[src/sv/qsed_pkg.sv]
// Shared types and codes for the quoted string escape decoder.
// No dependencies; imported by qsed_step, qsed_fifo and the top level.
package qsed_pkg;

  localparam int unsigned FifoDepth = 4;
  localparam int unsigned FifoPtrW  = $clog2(FifoDepth);
  localparam int unsigned FifoCntW  = $clog2(FifoDepth + 1);

  // input kinds
  localparam logic [1:0] KIND_DATA = 2'd0;
  localparam logic [1:0] KIND_EOL  = 2'd1;
  localparam logic [1:0] KIND_EOS  = 2'd2;

  // result status codes
  localparam logic [2:0] STATUS_OK      = 3'd0;
  localparam logic [2:0] STATUS_EOL     = 3'd1;
  localparam logic [2:0] STATUS_EXTRA   = 3'd2;
  localparam logic [2:0] STATUS_BAD_ESC = 3'd3;
  localparam logic [2:0] STATUS_NOT_STR = 3'd4;

  localparam logic [7:0] CHAR_QUOTE = 8'h22;
  localparam logic [7:0] CHAR_BSLASH = 8'h5c;
  localparam logic [7:0] CHAR_ZERO  = 8'h30;

  typedef enum logic [2:0] {
    SCAN_LEAD  = 3'd0,
    SCAN_IN    = 3'd1,
    SCAN_ESC   = 3'd2,
    SCAN_OCT   = 3'd3,
    SCAN_HEX   = 3'd4,
    SCAN_AFTER = 3'd5,
    SCAN_SKIP  = 3'd6
  } scan_e;

  typedef struct packed {
    logic [1:0] kind;
    logic [7:0] char_byte;
  } in_item_t;

  typedef struct packed {
    logic       has_byte;
    logic [7:0] decoded_byte;
    logic [2:0] status;
    logic       last;
  } out_item_t;

  typedef struct packed {
    scan_e      scan;
    logic [7:0] escape_value;
    logic       failed;
  } dec_state_t;

endpackage

[src/sv/quoted_string_escape_decoder.sv]
// Quoted string escape decoder: one input beat per cycle when not stalled,
// up to two results per beat, written into the result queue on acceptance.
// Input stalls while the queue lacks room for two results; results leave
// the queue in order, one at a time from its head.
// Reset clears the decode state and empties the four-entry result queue.
module quoted_string_escape_decoder import qsed_pkg::*; (
  input  logic      clk_i,
  input  logic      rst_ni,
  input  logic      in_valid_i,
  output logic      in_stall_o,
  input  in_item_t  in_item_i,
  output logic      out_valid_o,
  input  logic      out_stall_i,
  output out_item_t out_item_o
);

  dec_state_t st_q, st_d;
  logic       accept;
  logic       r0_valid, r1_valid;
  out_item_t  r0, r1;
  logic       room2;

  assign in_stall_o = !room2;
  assign accept     = in_valid_i && room2;

  qsed_step u_step (
    .cur_i     (st_q),
    .item_i    (in_item_i),
    .nxt_o     (st_d),
    .r0_valid_o(r0_valid),
    .r0_o      (r0),
    .r1_valid_o(r1_valid),
    .r1_o      (r1)
  );

  qsed_fifo u_fifo (
    .clk_i      (clk_i),
    .rst_ni     (rst_ni),
    .push0_i    (accept && r0_valid),
    .data0_i    (r0),
    .push1_i    (accept && r1_valid),
    .data1_i    (r1),
    .pop_i      (out_valid_o && !out_stall_i),
    .head_o     (out_item_o),
    .not_empty_o(out_valid_o),
    .room2_o    (room2)
  );

  always_ff @(posedge clk_i or negedge rst_ni) begin
    if (!rst_ni) begin
      st_q <= '{scan: SCAN_LEAD, escape_value: '0, failed: 1'b0};
    end else if (accept) begin
      st_q <= st_d;
    end
  end

endmodule

[src/sv/qsed_step.sv]
// Next-state and result logic of the decoder for one input beat.
// Depends on qsed_pkg. Pure combinational; yields up to two results.
module qsed_step import qsed_pkg::*; (
  input  dec_state_t cur_i,
  input  in_item_t   item_i,
  output dec_state_t nxt_o,
  output logic       r0_valid_o,
  output out_item_t  r0_o,
  output logic       r1_valid_o,
  output out_item_t  r1_o
);

  logic [7:0] c;
  logic       is_space;
  logic       is_oct;
  logic       is_hex;
  logic [3:0] hex_val;
  logic       mapped_ok;
  logic [7:0] mapped;
  logic       qc_emit;
  scan_e      qc_scan;

  assign c = item_i.char_byte;
  assign is_space = (c == 8'h20) || (c inside {[8'd9:8'd13]});
  assign is_oct = c inside {["0":"7"]};

  always_comb begin
    is_hex  = 1'b1;
    hex_val = '0;
    if (c inside {["0":"9"]}) begin
      hex_val = 4'(c - CHAR_ZERO);
    end else if (c inside {["a":"f"]}) begin
      hex_val = 4'(c - 8'h57);
    end else if (c inside {["A":"F"]}) begin
      hex_val = 4'(c - 8'h37);
    end else begin
      is_hex = 1'b0;
    end
  end

  always_comb begin
    mapped_ok = 1'b1;
    case (c)
      "r":         mapped = 8'd13;
      "n":         mapped = 8'd10;
      "t":         mapped = 8'd9;
      "v":         mapped = 8'd11;
      "a":         mapped = 8'd7;
      "b":         mapped = 8'd8;
      "f":         mapped = 8'd12;
      CHAR_QUOTE:  mapped = CHAR_QUOTE;
      CHAR_BSLASH: mapped = CHAR_BSLASH;
      default: begin
        mapped    = '0;
        mapped_ok = 1'b0;
      end
    endcase
  end

  // handling of a plain character inside the quotes
  always_comb begin
    qc_emit = 1'b0;
    qc_scan = SCAN_IN;
    if (c == CHAR_QUOTE) begin
      qc_scan = SCAN_AFTER;
    end else if (c == CHAR_BSLASH) begin
      qc_scan = SCAN_ESC;
    end else begin
      qc_emit = 1'b1;
    end
  end

  always_comb begin
    nxt_o      = cur_i;
    r0_valid_o = 1'b0;
    r1_valid_o = 1'b0;
    r0_o       = '0;
    r1_o       = '0;
    if (item_i.kind == KIND_EOS) begin
      r0_valid_o = 1'b1;
      r0_o.last  = 1'b1;
      if (!cur_i.failed && (cur_i.scan == SCAN_IN || cur_i.scan == SCAN_ESC ||
          cur_i.scan == SCAN_OCT || cur_i.scan == SCAN_HEX)) begin
        r0_o.status = STATUS_EOL;
      end
      nxt_o = '{scan: SCAN_LEAD, escape_value: '0, failed: 1'b0};
    end else if (cur_i.failed || (item_i.kind != KIND_DATA && item_i.kind != KIND_EOL)) begin
      // drop: abandoned string or reserved kind
    end else if (item_i.kind == KIND_EOL) begin
      nxt_o.scan = SCAN_LEAD;
      if (cur_i.scan != SCAN_AFTER && cur_i.scan != SCAN_SKIP) begin
        r0_valid_o         = 1'b1;
        r0_o.status        = (cur_i.scan == SCAN_LEAD) ? STATUS_NOT_STR : STATUS_EOL;
        nxt_o.escape_value = '0;
        nxt_o.failed       = 1'b1;
      end
    end else begin
      case (cur_i.scan)
        SCAN_LEAD: begin
          if (c == CHAR_QUOTE) begin
            nxt_o.scan = SCAN_IN;
          end else if (!is_space) begin
            r0_valid_o   = 1'b1;
            r0_o.status  = STATUS_NOT_STR;
            nxt_o.failed = 1'b1;
          end
        end
        SCAN_IN: begin
          nxt_o.scan        = qc_scan;
          r0_valid_o        = qc_emit;
          r0_o.has_byte     = qc_emit;
          r0_o.decoded_byte = qc_emit ? c : '0;
        end
        SCAN_ESC: begin
          nxt_o.scan = SCAN_IN;
          if (mapped_ok) begin
            r0_valid_o        = 1'b1;
            r0_o.has_byte     = 1'b1;
            r0_o.decoded_byte = mapped;
          end else if (is_oct) begin
            nxt_o.escape_value = c - CHAR_ZERO;
            nxt_o.scan         = SCAN_OCT;
          end else if (c == "x") begin
            nxt_o.escape_value = '0;
            nxt_o.scan         = SCAN_HEX;
          end else begin
            r0_valid_o        = 1'b1;
            r0_o.has_byte     = 1'b1;
            r0_o.decoded_byte = CHAR_BSLASH;
            r0_o.status       = STATUS_BAD_ESC;
            r1_valid_o        = 1'b1;
            r1_o.has_byte     = 1'b1;
            r1_o.decoded_byte = c;
          end
        end
        SCAN_OCT, SCAN_HEX: begin
          if (cur_i.scan == SCAN_OCT && is_oct) begin
            nxt_o.escape_value = {cur_i.escape_value[4:0], c[2:0]};
          end else if (cur_i.scan == SCAN_HEX && is_hex) begin
            nxt_o.escape_value = {cur_i.escape_value[3:0], hex_val};
          end else begin
            // close the escape, then treat the character as quoted text
            r0_valid_o         = 1'b1;
            r0_o.has_byte      = 1'b1;
            r0_o.decoded_byte  = cur_i.escape_value;
            nxt_o.escape_value = '0;
            nxt_o.scan         = qc_scan;
            r1_valid_o         = qc_emit;
            r1_o.has_byte      = qc_emit;
            r1_o.decoded_byte  = qc_emit ? c : '0;
          end
        end
        SCAN_AFTER: begin
          if (c == CHAR_QUOTE) begin
            nxt_o.scan = SCAN_IN;
          end else if (!is_space) begin
            r0_valid_o  = 1'b1;
            r0_o.status = STATUS_EXTRA;
            nxt_o.scan  = SCAN_SKIP;
          end
        end
        default: begin
        end
      endcase
    end
  end

endmodule

[src/sv/qsed_fifo.sv]
// Small result queue that takes up to two results per cycle, gives one.
// Depends on qsed_pkg for the result type and depth constants.
module qsed_fifo import qsed_pkg::*; (
  input  logic      clk_i,
  input  logic      rst_ni,
  input  logic      push0_i,
  input  out_item_t data0_i,
  input  logic      push1_i,
  input  out_item_t data1_i,
  input  logic      pop_i,
  output out_item_t head_o,
  output logic      not_empty_o,
  output logic      room2_o
);

  out_item_t           mem_q [FifoDepth];
  logic [FifoPtrW-1:0] wr_q, wr_d, rd_q, rd_d;
  logic [FifoCntW-1:0] cnt_q, cnt_d;
  logic [FifoPtrW-1:0] wr1;

  assign wr1         = wr_q + FifoPtrW'(1);
  assign head_o      = mem_q[rd_q];
  assign not_empty_o = (cnt_q != '0);
  assign room2_o     = (cnt_q <= FifoCntW'(FifoDepth - 2));

  always_comb begin
    wr_d  = wr_q + FifoPtrW'(push0_i) + FifoPtrW'(push1_i);
    rd_d  = rd_q + FifoPtrW'(pop_i);
    cnt_d = cnt_q + FifoCntW'(push0_i) + FifoCntW'(push1_i) - FifoCntW'(pop_i);
  end

  always_ff @(posedge clk_i or negedge rst_ni) begin
    if (!rst_ni) begin
      wr_q  <= '0;
      rd_q  <= '0;
      cnt_q <= '0;
    end else begin
      wr_q  <= wr_d;
      rd_q  <= rd_d;
      cnt_q <= cnt_d;
    end
  end

  always_ff @(posedge clk_i) begin
    if (push0_i) begin
      mem_q[wr_q] <= data0_i;
    end
    if (push1_i) begin
      mem_q[wr1] <= data1_i;
    end
  end

endmodule
[config.mk]
export PLATFORM = sky130hd
export DESIGN_NAME = quoted_string_escape_decoder
export DESIGN_NICKNAME = d
export VERILOG_FILES = /design/src/sv/qsed_pkg.sv /design/src/sv/quoted_string_escape_decoder.sv /design/src/sv/qsed_step.sv /design/src/sv/qsed_fifo.sv
export SDC_FILE = /design/constraint.sdc
export NUM_CORES = 1
export LEC_CHECK = 0
export ABC_AREA = 1
export BUFFER_PORTS_ARGS = -buffer_cell sky130_fd_sc_hd__buf_2
export CAP_MARGIN = 25
export CELL_PAD_IN_SITES_DETAIL_PLACEMENT = 2
export CELL_PAD_IN_SITES_GLOBAL_PLACEMENT = 2
export CORE_MARGIN = 5
export CORE_UTILIZATION = 38
export CTS_CLUSTER_SIZE = 24
export DETAILED_ROUTE_END_ITERATION = 8
export PLACE_DENSITY_LB_ADDON = 0.1
export REMOVE_ABC_BUFFERS = 1
export SLEW_MARGIN = 20
export SYNTH_ARGS = -nofsm -noshare
export SYNTH_HDL_FRONTEND = slang
export SYNTH_SLANG_ARGS = --single-unit
[constraint.sdc]
create_clock -name clk_i -period 8.46 [get_ports clk_i]
set_input_delay 1.269 -clock clk_i [delete_from_list [all_inputs] [get_ports clk_i]]
set_output_delay 1.269 -clock clk_i [all_outputs]
set_load 0.01 [all_outputs]
==> flow_metrics.py, run 1 <==
metrics = {
    "finish": {
        "syn2layout_area_growth_pct": 10.0,
        "nFillCells": 1696,
        "final_common_cell": "nand2_1",
        "most-common-layout-cells": "193 x nand2_1, 99 x inv_1, 75 x nor2_1, 53 x o21ai_0",
        "layout-drive-gt1-share": 0.132,
        "nets": 801,
        "insertedDiodeCount": 0,
    },
    "power_and_ir_drop": {
        "p_per_area_nw_per_um2": 257,
        "peakVddDrop_v": 0.0000832,
        "power_leakage_nw": 2.71,
    },
    "hold_path": {
        "hold_depth": 2,
        "hp-class": "flop to flop",
    },
    "setup_path": {
        "crit_arrival_ps": 4400,
        "crit_type": "input pin to flop",
        "worst_setup_path_end_kind": "flop",
        "cp_max_fo": 10,
        "startpoint_type": "input pin",
        "reg2regPathDepth": 15,
        "crit_required_ps": 8690,
    },
    "yosys": {
        "synthesis.area_um2": 5300,
        "synth_cells": 753,
        "yosys.cell_types.count": 40,
        "yosys_warnings": 0,
        "ys_seq_area_frac": 0.354,
        "synth.ff_latch_count": 71,
        "synth.avg_cell_area_um2": 7.04,
    },
    "clock_network": {
        "cts.sinks": 71,
        "cts.clk_slew.worst_paths_ps": 60,
        "cts_tree": "built",
        "clock_path_buffers": 2,
        "postCtsSetupRepairBufs": 0,
        "cts_root_buf": "clkbuf_16",
        "numCtsBuffers": 9,
        "cts_hold_buf": 0,
        "h-tree-depth": 3,
        "cts_resized": 0,
        "worstSkewPairLatency_ps": 350,
    },
    "drt": {
        "ant_nets": 0,
        "routedWlPerCell_um": 21.6,
        "drc": 0,
        "initialDrtViolationCount": 297,
        "wl_mm": 20.6,
        "firstDrtPassIters": 4,
        "route.vias.total": 5232,
        "via_per_inst": 5.49,
    },
    "sta": {
        "hold_viol": 0,
        "setup_viol": 0,
        "clock_skew_ps": 6.50,
        "worst_pin_slew_ps": 908,
        "slew_headroom": 0.394,
        "fin_hold_ws_ps": 509,
        "slew_violations": 0,
        "finalCritPeriodShare": 0.493,
        "max_freq_mhz": 240,
        "min_period_ps": 4170,
        "setup_tns_ps": 0,
        "rsz0062_at_grt": "false",
    },
    "grt": {
        "grt_max_degree": 31,
        "antenna_found_initial": 0,
        "grt_pass1_vias": 5834,
        "grt.total_usage": 0.258,
        "grt_overflow_total": 0,
        "grt_pass1_wl_mm": 32.6,
    },
    "run_status": {
        "status": "complete, no violations",
    },
    "floorplan": {
        "ios": 29,
        "die_h_um": 128,
        "dieArea_um2": 16400,
        "die_w_um": 128,
        "design.core.area_um2": 13800,
        "start_util": 0.385,
        "rows": 43,
    },
    "place": {
        "port_buffers": 28,
        "detailed_place_hpwl_mm": 15.6,
        "gp_congestion": 0.816,
    },
    "run": {
        "maxCapViolCount": 0,
    },
}
## routing by layer
layer / track usage / up-vias / routed length [um]
li1: - / 2500 / -
met2: 0.469 / 81 / 10700
met5: 0 / - / 0
met1: 0.320 / 2620 / 9040
met3: 0.0292 / 31 / 482
met4: 0.0787 / 0 / 376
## sequential cells by signal (all words and copies together), names as in the netlist
| signal | cells |
|---|---|
| u_fifo.rd_q | 2 |
| u_fifo.cnt_q | 3 |
| u_fifo.mem_q | 52 |
| u_fifo.wr_q | 2 |
| st_q | 12 |
## Yosys cell counts
cell type | instances | share of area
inv_4 | 2 | 0.0024
fa_1 | 3 | 0.011
nand3_4 | 4 | 0.013
nand4_2 | 1 | 0.0024
nor2_4 | 3 | 0.0064
xnor2_1 | 2 | 0.0033
a22oi_1 | 1 | 0.0014
nand4_1 | 25 | 0.029
nor2_2 | 15 | 0.018
buf_1 | 1 | 0.00071
clkbuf_1 | 8 | 0.0057
buf_2 | 12 | 0.011
a221oi_1 | 1 | 0.0017
nor2_1 | 75 | 0.053
a31oi_1 | 5 | 0.0059
o31ai_1 | 2 | 0.0028
buf_4 | 3 | 0.0042
nand2_2 | 6 | 0.0071
o21bai_1 | 1 | 0.0014
a21boi_1 | 1 | 0.0014
nor3_1 | 11 | 0.010
nand2_1 | 193 | 0.14
o21ai_1 | 21 | 0.020
nand2_4 | 7 | 0.015
o211ai_1 | 3 | 0.0042
xor2_1 | 3 | 0.0050
a211oi_1 | 2 | 0.0028
o21ai_0 | 53 | 0.050
nand3_2 | 10 | 0.019
nand3_1 | 33 | 0.031
dfrtp_1 | 19 | 0.090
o22ai_1 | 12 | 0.014
buf_6 | 3 | 0.0064
inv_2 | 8 | 0.0057
inv_1 | 99 | 0.070
dfxtp_1 | 16 | 0.060
nand3b_1 | 1 | 0.0014
edfxtp_1 | 36 | 0.20
a21oi_1 | 36 | 0.034
ha_1 | 16 | 0.038
## where the power goes
group          internal (W)  total [W]  switching, W  leakage (nW)
clock              0.000225   0.000385      0.000160         0.148
combinational      0.000189   0.000592      0.000403          1.89
sequential         0.000447   0.000522     0.0000749         0.674
total              0.000861    0.00150      0.000638          2.71
## cells by family after synthesis
| kind of cell | after synthesis | share of synthesized area |
|---|---|---|
| buffers and inverters | 136 | 0.106 |
| flip-flops | 71 | 0.354 |
| XOR/XNOR | 5 | 0.00826 |
| adder cells (fa/ha/maj) | 19 | 0.0491 |
| AND/OR/NAND/NOR | 384 | 0.343 |
| AO/OA/AOI/OAI | 138 | 0.140 |
## metrics by stage
| step | cells | total power, W | utilization | setup slack, ps | cell area [um^2] |
|---|---|---|---|---|---|
| 4_1_cts | 953 | 0.00151 | 0.424 | 4270 | 5830 |
| 3_3_place_gp | 937 | 0.00107 | 0.402 | 4060 | 5540 |
| 3_5_place_dp | 937 | 0.00111 | 0.402 | 3920 | 5540 |
| 2_1_floorplan | 726 | 0.000887 | - | 4590 | 5150 |
| 6_report | 953 | 0.00150 | 0.424 | 4290 | 5830 |
| 5_1_grt | 953 | 0.00160 | 0.424 | 4020 | 5830 |
## layout make-up
| cell class | instances | area, um^2 | share of cell area |
|---|---|---|---|
| Multi-Input combinational cell | 546 | 2860 | 0.491 |
| Clock inverter | 4 | 25.0 | 0.00429 |
| Clock buffer | 12 | 268 | 0.0459 |
| Timing Repair Buffer | 31 | 163 | 0.0279 |
| Tap cell | 180 | 225 | 0.0386 |
| Inverter | 109 | 414 | 0.0710 |
| Sequential cell | 71 | 1880 | 0.322 |
## final timing paths
path | from | endpoint | slack (ps)
max in group asynchronous | rst_ni | st_q[4]$_DFFE_PN0P_ | 7240
max reg2reg | st_q[10]$_DFFE_PN0P_ | u_fifo.cnt_q[2]$_DFF_PN0_ | 5070
max | in_item_i[4] | u_fifo.cnt_q[2]$_DFF_PN0_ | 4290
min | st_q[8]$_DFFE_PN0P_ | st_q[8]$_DFFE_PN0P_ | 510
min reg2reg | st_q[8]$_DFFE_PN0P_ | st_q[8]$_DFFE_PN0P_ | 510
min in group asynchronous | rst_ni | u_fifo.cnt_q[2]$_DFF_PN0_ | 890
## critical path: stages
cell and delay, ps:
buf_2 220, inv_1 160, ha_1 260, nand3_2 100
inv_2 60, nand2_1 110, nand3_1 90, nand2_1 140
nand3_2 110, nand2_4 140, nand4_1 160, nand2_2 190
nand2_1 120, ha_1 300, inv_1 50, fa_1 380
fa_1 390, xnor2_1 140
No activity file was read; power rests on OpenSTA's default activity.
==> run 2, diff against run 1 <==
--- a/config.mk
+++ b/config.mk
@@ -11,7 +11,7 @@
 export CELL_PAD_IN_SITES_DETAIL_PLACEMENT = 2
 export CELL_PAD_IN_SITES_GLOBAL_PLACEMENT = 2
 export CORE_MARGIN = 5
-export CORE_UTILIZATION = 38
+export CORE_UTILIZATION = 36
 export CTS_CLUSTER_SIZE = 24
 export DETAILED_ROUTE_END_ITERATION = 8
 export PLACE_DENSITY_LB_ADDON = 0.1
==> constraint.sdc (replaced) <==
create_clock -name clk_i -period 4.36 [get_ports clk_i]
set_input_delay 0.654 -clock clk_i [delete_from_list [all_inputs] [get_ports clk_i]]
set_output_delay 0.654 -clock clk_i [all_outputs]
set_load 0.01 [all_outputs]
==> run 2 against run 1 <==
First-iteration DRC count down 8.1%; cell count up 1.2%; sequential share of layout area fell by 0.33 points; clock power is 98% higher; hold slack got worse by 250 ps; critical path type unchanged; flip-flop and latch count did not move; largest power group unchanged.
==> flow_metrics.py, run 2 (same netlist as run 1, synthesis figures left out) <==
metrics = {
    "finish": {
        "largest_register_ffs": 52,
        "layout-drive-gt1-share": 0.141,
        "fin_util": 0.407,
        "nets": 808,
        "reg_top3": "u_fifo.mem_q x52, st_q x12, u_fifo.cnt_q x3",
        "most-common-layout-cells": "193 x nand2_1, 99 x inv_1, 75 x nor2_1, 53 x o21ai_0",
        "final_common_cell": "nand2_1",
        "syn2layout_area_growth_pct": 11.2,
        "stdcell_count": 964,
        "insertedDiodeCount": 0,
        "regMostFlops": "u_fifo.mem_q",
    },
    "sta": {
        "worst_pin_slew_ps": 966,
        "hold_viol": 0,
        "min_period_ps": 3500,
        "max_freq_mhz": 286,
        "setup_ws_ps": 859,
        "setup_viol": 0,
        "setup_tns_ps": 0,
        "slew_headroom": 0.355,
        "slew_violations": 0,
        "rsz0062_at_grt": "false",
        "clock_skew_ps": 14.8,
        "finalCritPeriodShare": 0.803,
    },
    "power_and_ir_drop": {
        "peakVddDrop_v": 0.000194,
        "p_per_area_nw_per_um2": 498,
        "power_leakage_nw": 2.74,
    },
    "floorplan": {
        "design.core.area_um2": 14500,
        "start_util": 0.366,
        "dieArea_um2": 17300,
        "rows": 44,
        "die_h_um": 131,
        "ios": 29,
        "die_w_um": 131,
    },
    "clock_network": {
        "worstSkewPairLatency_ps": 350,
        "h-tree-depth": 3,
        "cts_resized": 0,
        "cts.sinks": 71,
        "clock_path_buffers": 2,
        "postCtsSetupRepairBufs": 0,
        "cts_hold_buf": 0,
        "cts.clk_slew.worst_paths_ps": 70,
        "numCtsBuffers": 9,
        "cts_tree": "built",
        "cts_root_buf": "clkbuf_16",
    },
    "run_status": {
        "status": "complete, no violations",
    },
    "place": {
        "gp_congestion": 0.894,
        "post-place-ws_ps": 507,
        "dp_cells": 947,
        "port_buffers": 28,
        "detailed_place_hpwl_mm": 15.4,
    },
    "setup_path": {
        "crit_type": "input pin to flop",
        "worst_setup_path_end_kind": "flop",
        "cp_max_fo": 10,
        "crit_arrival_ps": 3730,
        "startpoint_type": "input pin",
        "crit_required_ps": 4590,
    },
    "grt": {
        "antenna_found_initial": 0,
        "grt_max_degree": 31,
        "grt_pass1_vias": 5862,
        "grt_overflow_total": 0,
        "grt.total_usage": 0.233,
        "grt_pass1_wl_mm": 32.5,
    },
    "drt": {
        "routedWlPerCell_um": 20.9,
        "via_per_inst": 5.49,
        "ant_nets": 0,
        "route.vias.total": 5297,
        "drc": 0,
        "initialDrtViolationCount": 273,
        "firstDrtPassIters": 5,
        "wl_mm": 20.2,
    },
    "hold_path": {
        "hp-class": "input pin to async pin",
    },
    "run": {
        "maxCapViolCount": 0,
    },
}
-- run 2: cell types whose count changed in the layout (fill, tap and decap cells not counted) --
cell,delta
clkinv_4,+1
clkbuf_1,-1
clkbuf_16,-1
clkbuf_8,-1
clkinvlp_4,+1
bufinv_16,+1
buf_4,+7
-- run 2: path summary, 6_finish.rpt --
check                           cells past startpoint                             from                         endpoint  slack, ps
worst max-delay path                               16                     in_item_i[1]        u_fifo.cnt_q[2]$_DFF_PN0_        860
worst min-delay path                                1                           rst_ni         u_fifo.wr_q[1]$_DFF_PN0_        260
worst max register to register                     15             st_q[10]$_DFFE_PN0P_        u_fifo.cnt_q[2]$_DFF_PN0_        990
worst min register to register                      4  u_fifo.mem_q[3][1]$_SDFFE_PP0P_  u_fifo.mem_q[3][1]$_SDFFE_PP0P_        520
max in group asynchronous                           1                           rst_ni              st_q[5]$_DFFE_PN0P_       3760
min in group clk_i                                  4  u_fifo.mem_q[3][1]$_SDFFE_PP0P_  u_fifo.mem_q[3][1]$_SDFFE_PP0P_        520
-- run 2: power by group --
| group | internal, W | switching, W |
|---|---|---|
| Clock | 0.000445 | 0.000320 |
| Combinational | 0.000375 | 0.000777 |
| Sequential | 0.000867 | 0.000150 |
| Total | 0.00169 | 0.00125 |
-- run 2: critical path, stage by stage --
cell and delay (ps):
buf_2 220, inv_1 170, ha_1 270, nand2_1 100, nor2_1 80, nor2_2 150, nand3_2 110, nor2_4 220
nand3_1 180, nand2_2 200, nand2_1 120, ha_1 300, inv_1 50, fa_1 370, fa_1 380, xnor2_1 130
-- run 2: cell type report --
cell class	instances	area, um^2
Clock buffer	9	225
Tap cell	184	230
Multi-Input combinational cell	546	2860
Timing Repair Buffer	38	215
Clock inverter	7	71.3
Inverter	109	414
Fill cell	1753	8580
Sequential cell	71	1880
-- run 2: through the flow --
stage | total power, W | hold slack, ps | cell area [um^2]
2_1_floorplan | 0.00172 | 358 | 5150
3_3_place_gp | 0.00209 | 499 | 5590
3_5_place_dp | 0.00218 | 505 | 5590
4_1_cts | 0.00295 | 274 | 5890
5_1_grt | 0.00313 | 299 | 5890
6_report | 0.00293 | 261 | 5890
-- run 2: routing by layer --
metal | share of wire | GRT usage | up-vias
li1 | - | - | 2505
met2 | 0.51 | 0.413 | 62
met4 | 0.019 | 0.0663 | 0
met1 | 0.46 | 0.299 | 2706
met5 | 0 | 0 | -
met3 | 0.021 | 0.0291 | 24
